`src/design/pair_relative_momentum_defines.svh`:
```
// Assertion macros shared by the pair relative momentum design.
`ifndef PAIR_RELATIVE_MOMENTUM_DEFINES_SVH
`define PAIR_RELATIVE_MOMENTUM_DEFINES_SVH

// Same-cycle implication, sampled on clk and disabled while rst_n is low.
`define PRM_ASSERT_IMPL(name, ante, cons, msg) \
    name: assert property (@(posedge clk) disable iff (!rst_n) (ante) |-> (cons)) \
        else $error(msg);

// Next-cycle implication, sampled on clk and disabled while rst_n is low.
`define PRM_ASSERT_NEXT(name, ante, cons, msg) \
    name: assert property (@(posedge clk) disable iff (!rst_n) (ante) |=> (cons)) \
        else $error(msg);

`endif

```
`src/design/prm_pkg.sv`:
```
// Shared constants, types and helper functions for the pair relative momentum pipeline.
package prm_pkg;

    // Square root unit: radicand and root widths, one root bit per stage.
    localparam int ISQ_N = 29;
    localparam int RAD_W = 2 * ISQ_N;

    // Divider: numerator, denominator and quotient widths, one quotient bit per stage.
    localparam int DIV_N = 19;
    localparam int NUM_W = 59;
    localparam int DEN_W = 40;

    // Field widths.
    localparam int MOM_W  = 18;
    localparam int MASS_W = 14;
    localparam int OUT_W  = 18;
    localparam logic [OUT_W-1:0] OUT_MAX = '1;

    // Total register stages from input to output register.
    localparam int PIPE_N = 3 + ISQ_N + 4 + ISQ_N + 2 + DIV_N + 1;

    typedef logic [RAD_W-1:0] rad_t;
    typedef logic [ISQ_N-1:0] root_t;
    typedef logic [OUT_W-1:0] out_t;

    // Data that travels beside the energy and kT square roots.
    typedef struct packed {
        rad_t               pp;
        logic [MASS_W:0]    msum;
        logic [MASS_W-1:0]  mdif;
    } band_a_t;

    // Data that travels beside the divider.
    typedef struct packed {
        logic mzero;
        out_t kt;
        out_t mt;
    } band_c_t;

    // Square of an 18-bit signed value.
    function automatic logic [34:0] sq18(input logic signed [17:0] v);
        logic signed [35:0] p;
        p = 36'(v) * 36'(v);
        return p[34:0];
    endfunction

    // Square of a 19-bit signed value.
    function automatic logic [36:0] sq19(input logic signed [18:0] v);
        logic signed [37:0] p;
        p = 38'(v) * 38'(v);
        return p[36:0];
    endfunction

    // Round a Q.8 root to an integer, half up, and saturate.
    function automatic out_t round_sat(input root_t v);
        logic [ISQ_N:0] r;
        r = ({1'b0, v} + (ISQ_N+1)'(128)) >> 8;
        if (r > (ISQ_N+1)'(OUT_MAX)) begin
            return OUT_MAX;
        end
        return r[OUT_W-1:0];
    endfunction

endpackage

```
`src/design/prm_isqrt.sv`:
```
// Pipelined integer square root, one root bit resolved per register stage.
module prm_isqrt
    import prm_pkg::*;
(
    input  logic  clk,
    input  logic  en,
    input  rad_t  rad,
    output root_t root
);

    rad_t  rem_reg [ISQ_N-1];
    root_t rt_reg  [ISQ_N];

    genvar g;
    generate
        for (g = 0; g < ISQ_N; g++) begin : g_stage
            localparam int BIT = ISQ_N - 1 - g;
            rad_t           rem_in;
            root_t          rt_in;
            logic [RAD_W+1:0] trial;
            logic           take;

            // Stage input: the radicand itself at the head, the previous stage otherwise.
            if (g == 0) begin : g_head
                assign rem_in = rad;
                assign rt_in  = '0;
            end else begin : g_body
                assign rem_in = rem_reg[g-1];
                assign rt_in  = rt_reg[g-1];
            end

            // Setting this bit adds 2*r*2^BIT + 2^(2*BIT) to the square.
            assign trial = ((RAD_W+2)'(rt_in) << (BIT + 1))
                         + ((RAD_W+2)'(1) << (2 * BIT));
            assign take  = {2'b00, rem_in} >= trial;

            always_ff @(posedge clk)
            begin
                if (en)
                begin
                    rt_reg[g] <= take ? (rt_in | (ISQ_N'(1) << BIT)) : rt_in;
                end
            end

            // The remainder is carried on to every stage but the last.
            if (g < ISQ_N - 1) begin : g_rem
                always_ff @(posedge clk)
                begin
                    if (en)
                    begin
                        rem_reg[g] <= take ? (rem_in - trial[RAD_W-1:0]) : rem_in;
                    end
                end
            end
        end
    endgenerate

    assign root = rt_reg[ISQ_N-1];

endmodule

```
`config.mk`:
```
export PLATFORM = sky130hd
export DESIGN_NAME = prm_isqrt
export DESIGN_NICKNAME = d
export VERILOG_FILES = /design/src/design/pair_relative_momentum_defines.svh /design/src/design/prm_pkg.sv /design/src/design/prm_isqrt.sv
export SDC_FILE = /design/constraint.sdc
export NUM_CORES = 2
export LEC_CHECK = 0
export BUFFER_PORTS_ARGS = -buffer_cell sky130_fd_sc_hd__buf_2
export CORE_UTILIZATION = 61
export DETAILED_ROUTE_END_ITERATION = 7
export PLACE_DENSITY_LB_ADDON = 0.3
export SLEW_MARGIN = 40
export SYNTH_ARGS = -nofsm -noshare
export SYNTH_HDL_FRONTEND = slang
export SYNTH_SLANG_ARGS = --single-unit
```
`constraint.sdc`:
```
create_clock -name clk -period 7.4 [get_ports clk]
set_input_delay 1.48 -clock clk [delete_from_list [all_inputs] [get_ports clk]]
set_output_delay 1.48 -clock clk [all_outputs]
set_load 0.03 [all_outputs]
```
==> impl_results.md <==
- Cells on Worst Hold Path: 0
- Startpoint Class: flop
- Max IR drop VDD: 0.254 mV
- WS Path Type: flop to flop
- Number of buffers created by CTS: 204
- FF-to-FF setup slack: 3.16 ns
- Flip-flop count of the largest register after layout: 1624
- Mean cell area of the mapped netlist: 12.6 µm²
- Synthesis-to-layout area growth: 10.1%
- Clock latency on the worst-skew pair: 0.87 ns
- Sink of the worst hold path: rt_reg[27][5]$_DFFE_PP_
- Die width: 405 µm
- Drt via density: 6.13
- Number of routed nets with antenna violations: 0
- Post-synth top area cell: sky130_fd_sc_hd__edfxtp_1
- Number of rows created at floorplan: 147
- Final count of pins violating max slew: 0
- Total power of the final layout: 33400 µW
- Clock skew: 0.0880 ns
- Clock tree buffer depth: 3
- Clock slew at reported path FFs: 0.06 ns
- Async S/R FF share, synth: 0
- TritonCTS clock tree: yes
- Area of the core region: 161000 µm²
- Number of global-route vias before repair: 62000
- Max-Slew Margin vs Limit: 0.440
- Filler cell count: 11300
- Detailed placer's ending HPWL: 165000 µm
- Yosys reg bits: 2059
- Proportion of netlist area held by the largest area contributor: 0.625
- Overall die area: 164000 µm²
- Maximum fanout count along the critical path: 34
- CTS root buf: sky130_fd_sc_hd__clkbuf_16
- Placed insts: 9979
- H-tree level count: 4
- Count of endpoints failing setup in the final report: 0
- Cell types with the highest counts after synthesis: 2059 x sky130_fd_sc_hd__edfxtp_1, 568 x sky130_fd_sc_hd__inv_1, 550 x sky130_fd_sc_hd__a21oi_1
- R2R cell count: 12
- Post-synthesis net count: 8366
- Layout cells sized above 1: 0.0769
- Most frequently used flop master after synthesis: sky130_fd_sc_hd__edfxtp_1
- Reg-to-reg endpoint: rem_reg[1][635]$_DFFE_PP_
- Number of top-level pins: 89
- Starting utilization of the core area: 0.615
- Wirelength, routed: 227000 µm
- Number of nets in the layout: 8546
- Instance count of the mapped netlist: 7846
- Run status: complete, no violations
- Crit end category: flop
- Placed Area: 102000 µm²
- Detailed router's first-iteration violation count: 6306
- EDFF count, synth: 2059
- Weighted congestion at the end of routability-driven global placement: 0.934
- HP Class: flop to flop
- Overall global routing resource usage: 0.276
- Number of gates resized after cts: 0
- Hold violation total from the final report: 0
- Die Span Y: 405 µm
- Final non-filler cell area: 109000 µm²
- Total of max-cap violations: 0
- # hold bufs at CTS: 0
- Share of the yosys chip area belonging to registers: 0.625
- Power per unit of standard cell area: 306 nW/µm²
- Quantity of I/O buffers inserted on ports: 88
- Reg2Reg Launch Point: rem_reg[1][566]$_DFFE_PP_
- Pin count of the biggest net entering global routing: 166
- Highest achievable clock rate: 236 MHz
- Final cell count without fillers: 10400
- Arrival time of the worst setup path: 4.79 ns
- Post-Route Setup TNS: 0 ns
- Library cell with the highest instance count after synthesis: sky130_fd_sc_hd__edfxtp_1
- Antenna violations before repair: 9
- Setup repair after global routing missed its margin: false
- Transition at the pin with the smallest max-transition slack: 0.832 ns
- Hold path start: rt_reg[26][5]$_DFFE_PP_
- Final period util: 0.573
- First-pass GRT wire length: 351000 µm
- Most area-consuming cells after synthesis: sky130_fd_sc_hd__edfxtp_1 63%, sky130_fd_sc_hd__ha_1 5.8%, sky130_fd_sc_hd__xor2_1 3.2%
- CP Data Required Time: 7.95 ns
- Fin util: 0.678
- DRC errors left: 0
- Reported leakage power: 0.0409 µW
- Wire length per cell after detailed routing: 21.9 µm
- TritonCTS sink count: 2059
- Final critical path time including I/O delays and setup: 4.24 ns
- Vias post-DR: 63500
- Number of post-CTS setup repair buffers: 0
- 1st-pass router iterations: 7
- Count of cell types in the netlist: 100
- Combined area of all synthesized cells: 98900 µm²
- Overall overflow remaining after global route: 0
- Warning count from the yosys run: 0
## final cells by class
type,instances,area [µm²],area share
Timing Repair Buffer,130,1050,0.00963
Clock inverter,145,1460,0.0134
Multi-Input combinational cell,5058,34500,0.316
Tap cell,2160,2700,0.0248
Antenna cell,1,2.50,0.0000230
Sequential cell,2059,61800,0.568
Clock buffer,238,5280,0.0484
Inverter,573,2150,0.0197
## layer usage
metal / GRT usage / wire length (µm) / vias up
met2: 0.465 / 111000 / 2245
met5: 0 / 22 / -
met4: 0.0796 / 5820 / 4
met1: 0.375 / 95900 / 31100
li1: - / - / 29800
met3: 0.0393 / 14400 / 387
## report_power, final
group,switching [µW],internal (µW)
Sequential,1240,14800
Combinational,4160,2840
Clock,4540,5780
Total,9940,23400
## critical path, cell delays in order (launching register included)
cell	delay [ns]
sky130_fd_sc_hd__edfxtp_1	0.42
sky130_fd_sc_hd__or4_1	0.60
sky130_fd_sc_hd__or4_1	0.71
sky130_fd_sc_hd__nor4b_2	0.45
sky130_fd_sc_hd__o31ai_2	0.15
sky130_fd_sc_hd__a21oi_2	0.13
sky130_fd_sc_hd__buf_4	0.27
sky130_fd_sc_hd__inv_2	0.08
sky130_fd_sc_hd__buf_4	0.26
sky130_fd_sc_hd__nand3_2	0.16
sky130_fd_sc_hd__a21o_1	0.39
sky130_fd_sc_hd__nor3_1	0.12
sky130_fd_sc_hd__xor2_1	0.17
## worst max path at each step
stage / from / to / cells past startpoint
finish: rem_reg[1][566]$_DFFE_PP_ / rem_reg[1][635]$_DFFE_PP_ / 12
floorplan: rem_reg[1][361]$_DFFE_PP_ / rem_reg[1][445]$_DFFE_PP_ / 10
global placement: rem_reg[1][568]$_DFFE_PP_ / rem_reg[1][635]$_DFFE_PP_ / 12
detailed placement: rem_reg[1][566]$_DFFE_PP_ / rem_reg[1][635]$_DFFE_PP_ / 12
CTS: rem_reg[1][566]$_DFFE_PP_ / rem_reg[1][635]$_DFFE_PP_ / 12
global route: rem_reg[1][566]$_DFFE_PP_ / rem_reg[1][635]$_DFFE_PP_ / 12
## cell usage in the layout, fill, tap and decap left out, types with 32 or more instances in the layout
cell	count
sky130_fd_sc_hd__mux2_2	77
sky130_fd_sc_hd__a21oi_1	550
sky130_fd_sc_hd__o21bai_1	42
sky130_fd_sc_hd__nand2b_1	108
sky130_fd_sc_hd__xnor2_1	351
sky130_fd_sc_hd__o211ai_1	35
sky130_fd_sc_hd__or4_1	64
sky130_fd_sc_hd__xor2_1	366
sky130_fd_sc_hd__nor2b_1	73
sky130_fd_sc_hd__edfxtp_1	2059
sky130_fd_sc_hd__ha_1	460
sky130_fd_sc_hd__o21ai_0	319
sky130_fd_sc_hd__nor4_1	260
sky130_fd_sc_hd__and3_1	36
sky130_fd_sc_hd__clkbuf_16	206
sky130_fd_sc_hd__clkbuf_1	32
sky130_fd_sc_hd__nor4b_1	33
sky130_fd_sc_hd__nand3_1	119
sky130_fd_sc_hd__nand2_1	454
sky130_fd_sc_hd__clkinv_1	49
sky130_fd_sc_hd__nor3_1	210
sky130_fd_sc_hd__or3_1	74
sky130_fd_sc_hd__a31oi_1	40
sky130_fd_sc_hd__nor2_1	548
sky130_fd_sc_hd__or2_2	45
sky130_fd_sc_hd__buf_2	87
sky130_fd_sc_hd__a211oi_1	34
sky130_fd_sc_hd__nand4_1	133
sky130_fd_sc_hd__clkinv_2	45
sky130_fd_sc_hd__a21o_1	159
sky130_fd_sc_hd__inv_1	568
sky130_fd_sc_hd__o21a_1	68
## metrics by stage
step	setup slack, ns	hold slack [ns]
6_report	3.16	0.400
5_1_grt	2.88	0.413
4_1_cts	3.14	0.403
3_5_place_dp	3.19	0.424
3_3_place_gp	3.25	0.422
2_1_floorplan	4.15	0.417
## cells by family after synthesis
group           count (synthesis)  share of synthesized area
buf+inv                       729                     0.0282
flops                        2059                      0.625
fa+ha+maj                     460                     0.0582
compound gates               1487                     0.0935
mux                            87                    0.00978
xor+xnor                      717                     0.0635
simple gates                 2307                      0.122
No activity file was read; power rests on OpenSTA's default activity.
