## src/design/pair_relative_momentum_defines.svh

```systemverilog
// Assertion macros shared by the pair relative momentum design.
`ifndef PAIR_RELATIVE_MOMENTUM_DEFINES_SVH
`define PAIR_RELATIVE_MOMENTUM_DEFINES_SVH

// Same-cycle implication, sampled on clk and disabled while rst_n is low.
`define PRM_ASSERT_IMPL(name, ante, cons, msg) \
    name: assert property (@(posedge clk) disable iff (!rst_n) (ante) |-> (cons)) \
        else $error(msg);

// Next-cycle implication, sampled on clk and disabled while rst_n is low.
`define PRM_ASSERT_NEXT(name, ante, cons, msg) \
    name: assert property (@(posedge clk) disable iff (!rst_n) (ante) |=> (cons)) \
        else $error(msg);

`endif

```

## src/design/prm_pkg.sv

```systemverilog
// Shared constants, types and helper functions for the pair relative momentum pipeline.
package prm_pkg;

    // Square root unit: radicand and root widths, one root bit per stage.
    localparam int ISQ_N = 29;
    localparam int RAD_W = 2 * ISQ_N;

    // Divider: numerator, denominator and quotient widths, one quotient bit per stage.
    localparam int DIV_N = 19;
    localparam int NUM_W = 59;
    localparam int DEN_W = 40;

    // Field widths.
    localparam int MOM_W  = 18;
    localparam int MASS_W = 14;
    localparam int OUT_W  = 18;
    localparam logic [OUT_W-1:0] OUT_MAX = '1;

    // Total register stages from input to output register.
    localparam int PIPE_N = 3 + ISQ_N + 4 + ISQ_N + 2 + DIV_N + 1;

    typedef logic [RAD_W-1:0] rad_t;
    typedef logic [ISQ_N-1:0] root_t;
    typedef logic [OUT_W-1:0] out_t;

    // Data that travels beside the energy and kT square roots.
    typedef struct packed {
        rad_t               pp;
        logic [MASS_W:0]    msum;
        logic [MASS_W-1:0]  mdif;
    } band_a_t;

    // Data that travels beside the divider.
    typedef struct packed {
        logic mzero;
        out_t kt;
        out_t mt;
    } band_c_t;

    // Square of an 18-bit signed value.
    function automatic logic [34:0] sq18(input logic signed [17:0] v);
        logic signed [35:0] p;
        p = 36'(v) * 36'(v);
        return p[34:0];
    endfunction

    // Square of a 19-bit signed value.
    function automatic logic [36:0] sq19(input logic signed [18:0] v);
        logic signed [37:0] p;
        p = 38'(v) * 38'(v);
        return p[36:0];
    endfunction

    // Round a Q.8 root to an integer, half up, and saturate.
    function automatic out_t round_sat(input root_t v);
        logic [ISQ_N:0] r;
        r = ({1'b0, v} + (ISQ_N+1)'(128)) >> 8;
        if (r > (ISQ_N+1)'(OUT_MAX)) begin
            return OUT_MAX;
        end
        return r[OUT_W-1:0];
    endfunction

endpackage

```

## src/design/prm_div.sv

```systemverilog
// Pipelined restoring divider, one quotient bit resolved per register stage.
module prm_div
    import prm_pkg::*;
(
    input  logic             clk,
    input  logic             en,
    input  logic [NUM_W-1:0] num,
    input  logic [DEN_W-1:0] den,
    output logic [DIV_N-1:0] quo
);

    logic [NUM_W-1:0] rem_reg [DIV_N-1];
    logic [DEN_W-1:0] den_reg [DIV_N-1];
    logic [DIV_N-1:0] q_reg   [DIV_N];

    genvar g;
    generate
        for (g = 0; g < DIV_N; g++) begin : g_stage
            localparam int BIT = DIV_N - 1 - g;
            logic [NUM_W-1:0] rem_in;
            logic [DEN_W-1:0] den_in;
            logic [DIV_N-1:0] q_in;
            logic [NUM_W:0]   trial;
            logic             take;

            // Stage input: the operands at the head, the previous stage otherwise.
            if (g == 0) begin : g_head
                assign rem_in = num;
                assign den_in = den;
                assign q_in   = '0;
            end else begin : g_body
                assign rem_in = rem_reg[g-1];
                assign den_in = den_reg[g-1];
                assign q_in   = q_reg[g-1];
            end

            // Subtract the shifted divisor when it fits.
            assign trial = (NUM_W+1)'(den_in) << BIT;
            assign take  = {1'b0, rem_in} >= trial;

            always_ff @(posedge clk)
            begin
                if (en)
                begin
                    q_reg[g] <= take ? (q_in | (DIV_N'(1) << BIT)) : q_in;
                end
            end

            if (g < DIV_N - 1) begin : g_rem
                always_ff @(posedge clk)
                begin
                    if (en)
                    begin
                        rem_reg[g] <= take ? (rem_in - trial[NUM_W-1:0]) : rem_in;
                        den_reg[g] <= den_in;
                    end
                end
            end
        end
    endgenerate

    assign quo = q_reg[DIV_N-1];

endmodule

```

## config.mk

```make
export PLATFORM = sky130hd
export DESIGN_NAME = prm_div
export DESIGN_NICKNAME = d
export VERILOG_FILES = /design/src/design/pair_relative_momentum_defines.svh /design/src/design/prm_pkg.sv /design/src/design/prm_div.sv
export SDC_FILE = /design/constraint.sdc
export NUM_CORES = 2
export LEC_CHECK = 0
export BUFFER_PORTS_ARGS = -buffer_cell sky130_fd_sc_hd__buf_2
export CAP_MARGIN = 20
export CORE_MARGIN = 2
export CORE_UTILIZATION = 60
export CTS_CLUSTER_DIAMETER = 200
export DETAILED_ROUTE_END_ITERATION = 16
export PLACE_DENSITY = 0.87
export SYNTH_ARGS = -nofsm -noshare
export SYNTH_HDL_FRONTEND = slang
export SYNTH_SLANG_ARGS = --single-unit
```

## constraint.sdc

```tcl
create_clock -name clk -period 5 [get_ports clk]
set_clock_uncertainty 0.1 [all_clocks]
set_input_delay 0.75 -clock clk [delete_from_list [all_inputs] [get_ports clk]]
set_output_delay 0.75 -clock clk [all_outputs]
set_load 0.005 [all_outputs]
```

==> summary.md <==
| Metric | Value |
|---|---|
| Vias | 83.0k |
| Multi-input gate area | roughly 50000 um^2 |
| Most common cell on crit path | buf_4 |
| Total gr overflow | 0 |
| Post-synthesis net count | 11.6k |
| Crit-path leading delay family | simple AND/OR/NAND/NOR gates |
| Final hold vios | 0 |
| Num rows | ~160 |
| Status | finished clean |
| Worst Setup End Kind | flop |
| Register Area | 59200 um^2 |
| Die area | 193000 um^2 |
| Reg2Reg Setup Slack | 180 ps |
| Slew Limit Fails | 0 |
| Core Region | ~190000 um^2 |
| Sequential share of the synthesized area | 52.2% |
| Max reg flops | approximately 1.1k |
| Ys async rst share | 0% |
| Worst reg2reg path depth | 15 |
| Worst Hold End | rem_reg[0][27]$_DFFE_PP_ |
| Root Buffer | clkbuf_16 |
| Post-DP HPWL | between 200000 and 250000 um |
| Max-Cap Viols | 0 |
| CTS H-tree depth | 4 |
| Worst R2R Start | rem_reg[6][30]$_DFFE_PP_ |
| GRT Total Usage | 29.1% |
| Library cells used by synthesis | 92 |
| Util after Layout | 66.6% |
| Slowest-stage cell, CP | nor4_2 |
| EDFF count, synth | 1972 |
| Synth warn | 0 |
| Average routed wire per standard cell | 20.8 um |
| Crit Path Max Fanout | 6 |
| Min-delay src | num[27] |
| First-pass GRT wire length | 441000 um |
| Final wirelength | 284000 um |
| CP bufs+invs | 4 |
| Clk buf depth | 3 |
| Power per standard cell area | between 500 and 600 nW/um^2 |
| Pre-CTS worst setup slack | -258 ps |
| Vias in the first global route | 84.7k |
| Antenna Nets Post-Route | 0 |
| Slowest cell delay on critical path | 600 ps |
| Drt pass-1 iters | 9 |
| Measured slew at the worst slew-check pin | 1110 ps |
| Unrepaired setup endpoints after global routing | false |
| Final Cycle Share | a little over nine tenths |
| Power, Total | 74.5 mW |
| Gp weighted congestion | 1.06 |
| Worst Path Required | 5480 ps |
| Slew headroom | 25.2% |
| Buffers added on ports | between 100 and 150 |
| Synth area leaders | edfxtp_1, ha_1, a21oi_1 |
| Fillers | 13.5k |
| Fin crit period | 4820 ps |
| Synth Instances | 10.7k |
| Cells along the critical path | ha_1 > nor4bb_1 > nand4b_1 > nor4_2 > buf_4 > nand4_1 > buf_4 > nor3_2 > buf_4 > nor3_1 > nor2b_4 > buf_4 > nand3b_1 > a311oi_1 > xor2_1 |
| Via-to-Cell Ratio | around 6 |
| Starting DRT DRC Count | 6130 |
| Pin count of the biggest net entering global routing | 185 |
| Critical path arrival | 5300 ps |
| Layout cells sized above 1 | under 10% |
| Overall die height | 439 um |
| Share of the synthesized area in the top cell type | a little over half |
| DRC viols | 0 |
| CTS tree | yes |
| Starting Density | 60.4% |
| Die W | 439 um |
| Clk sinks | 1972 |
| Num CTS Buffers | between 200 and 250 |
| Clk Latency, worst-skew pair | 890 ps |
| Fmax achieved | 0.207 GHz |
| Post-synth top flop | edfxtp_1 |
| Final #Nets | about 12k |
| Final setup viols | 0 |
| CP Launch Type | flop |
| Worst min-delay path class | primary input to flop |
| Maximum vdd drop | 408 uV |
| Critical path class | flop to flop |
| Initial antenna violation count | 4 |
| # IOs | 120 |
| Worst-path clk slew | roughly 60 ps |
| Worst Hold Depth | 3 |
| Pleak | approximately 50 nW |
| Reg-to-reg critical path endpoint | rem_reg[7][53]$_DFFE_PP_ |
| Synthesized area | 114000 um^2 |
| Synth area leader | edfxtp_1 |
| PnR worst setup slack | 181 ps |
| Area Overhead vs Synth | 10.3% |
| Seq cells post-synth | between 1.5k and 2k |
| Synth Area per Inst | 10.6 um^2 |
==> how the worst max path moves through the flow <==
stage	start	endpoint	slack (ps)	cells past startpoint
after floorplan	den[3]	rem_reg[0][29]$_DFFE_PP_	1010	14
after global placement	rem_reg[6][30]$_DFFE_PP_	rem_reg[7][53]$_DFFE_PP_	-100	15
after detailed placement	rem_reg[6][30]$_DFFE_PP_	rem_reg[7][53]$_DFFE_PP_	-260	15
after CTS	rem_reg[6][30]$_DFFE_PP_	rem_reg[7][53]$_DFFE_PP_	80	15
after global routing	den_reg[4][0]$_DFFE_PP_	rem_reg[5][14]$_DFFE_PP_	130	15
final	rem_reg[6][30]$_DFFE_PP_	rem_reg[7][53]$_DFFE_PP_	180	15
==> synthesized netlist by cell type, types with 12 or more instances <==
cell type and count:
or4_1 38, nand2_1 914, a211oi_1 62, ha_1 760
or3_1 49, nor2b_1 108, nor3_1 153, o21bai_1 123
nor4b_1 23, xnor2_1 427, a221oi_1 16, a21boi_0 28
a31o_2 14, nand2b_1 100, o211ai_1 52, inv_1 952
nand3_1 183, or2_2 30, a31oi_1 83, nand3b_1 17
a2111oi_0 14, buf_1 29, and4_1 17, o2111ai_1 16
o31ai_1 49, xor2_1 378, o31a_1 21, o21a_1 84
nand4_1 189, nor2_1 684, and3_1 76, buf_2 14
a211o_1 15, o21ai_0 786, edfxtp_1 1972, fa_1 18
and2_1 46, clkbuf_1 296, o221ai_1 16, nor4_1 107
a21o_1 452, mux2_2 86, a41oi_1 16, a21oi_1 1021
a221o_1 12
==> per-stage QoR <==
stage               std cells  area (um^2)  setup TNS (ps)  hold WS, ps
floorplan               10700       114000               0          300
global placement        13200       118000            -162          300
detailed placement      13200       118000           -1060          305
CTS                     13600       125000               0         1.16
global route            13600       125000               0         46.8
finish                  13600       125000               0         72.5
==> cell type report <==
| class | count | share of cell area (%) |
|---|---|---|
| antenna | 6 | 0.0120 |
| tap | 2495 | 2.49 |
| timing repair buffer | 371 | 2.35 |
| inverter | 955 | 2.86 |
| clock buffer | 237 | 4.19 |
| sequential | 1972 | 47.3 |
| multi-input combinational | 7447 | 39.6 |
| clock inverter | 141 | 1.19 |
==> timing repair <==
item,4_1_cts,5_1_grt
buffers inserted,0,0
setup endpoints to repair,6,3
pin swaps,0,0
resized for setup,1,2
hold buffers,59,0
hold endpoints to repair,59,0
==> where the power goes <==
part	internal, mW	leakage [nW]	switching [mW]
Sequential	24.0	19.1	2.44
Combinational	13.3	27.7	19.4
Clock	8.66	3.27	6.56
Total	46.0	50.1	28.4
==> cell usage in the layout, fill, tap and decap left out, types with 44 or more instances in the layout <==
master / n
a211oi_1: 61
a21o_1: 452
a21oi_1: 1019
a31oi_1: 83
and2_1: 45
and3_1: 76
buf_2: 118
buf_4: 170
clkbuf_16: 205
clkinv_1: 46
clkinv_2: 44
dlygate4sd3_1: 59
edfxtp_1: 1972
ha_1: 760
inv_1: 951
mux2_2: 86
nand2_1: 914
nand2b_1: 100
nand3_1: 183
nand4_1: 189
nor2_1: 683
nor2b_1: 107
nor3_1: 151
nor4_1: 99
o211ai_1: 52
o21a_1: 83
o21ai_0: 785
o21bai_1: 123
o31ai_1: 48
or3_1: 49
xnor2_1: 427
xor2_1: 378
==> per-layer routing <==
layer | wire (um) | GRT usage, %
met1 | 91400 | 26.1
met2 | 153000 | 56.5
met3 | 11000 | 3.31
met4 | 28400 | 25.8
met5 | 0 | 0
==> worst register-to-register path, cell delays in order (launching register included) <==
cell and delay [ps]:
edfxtp_1 410, ha_1 540, nor4bb_1 380, nand4b_1 360
nor4_2 600, buf_4 210, nand4_1 70, buf_4 190
nor3_2 410, buf_4 230, nor3_1 60, nor2b_4 130
buf_4 140, nand3b_1 170, a311oi_1 400, xor2_1 130
==> cells by family (layout without fill, tap and decap cells) <==
group           count (synthesis)  after routing  synth area share (%)
compound gates               2996           2996                  16.1
xor+xnor                      805            805                  6.21
fa+ha+maj                     778            778                  8.69
buf+inv                      1295           1704                  4.30
flops                        1972           1972                  52.2
mux                            89             89                 0.879
other cells                     0              6                     0
simple gates                 2779           2779                  11.7
(Power assumes the default switching activity.)
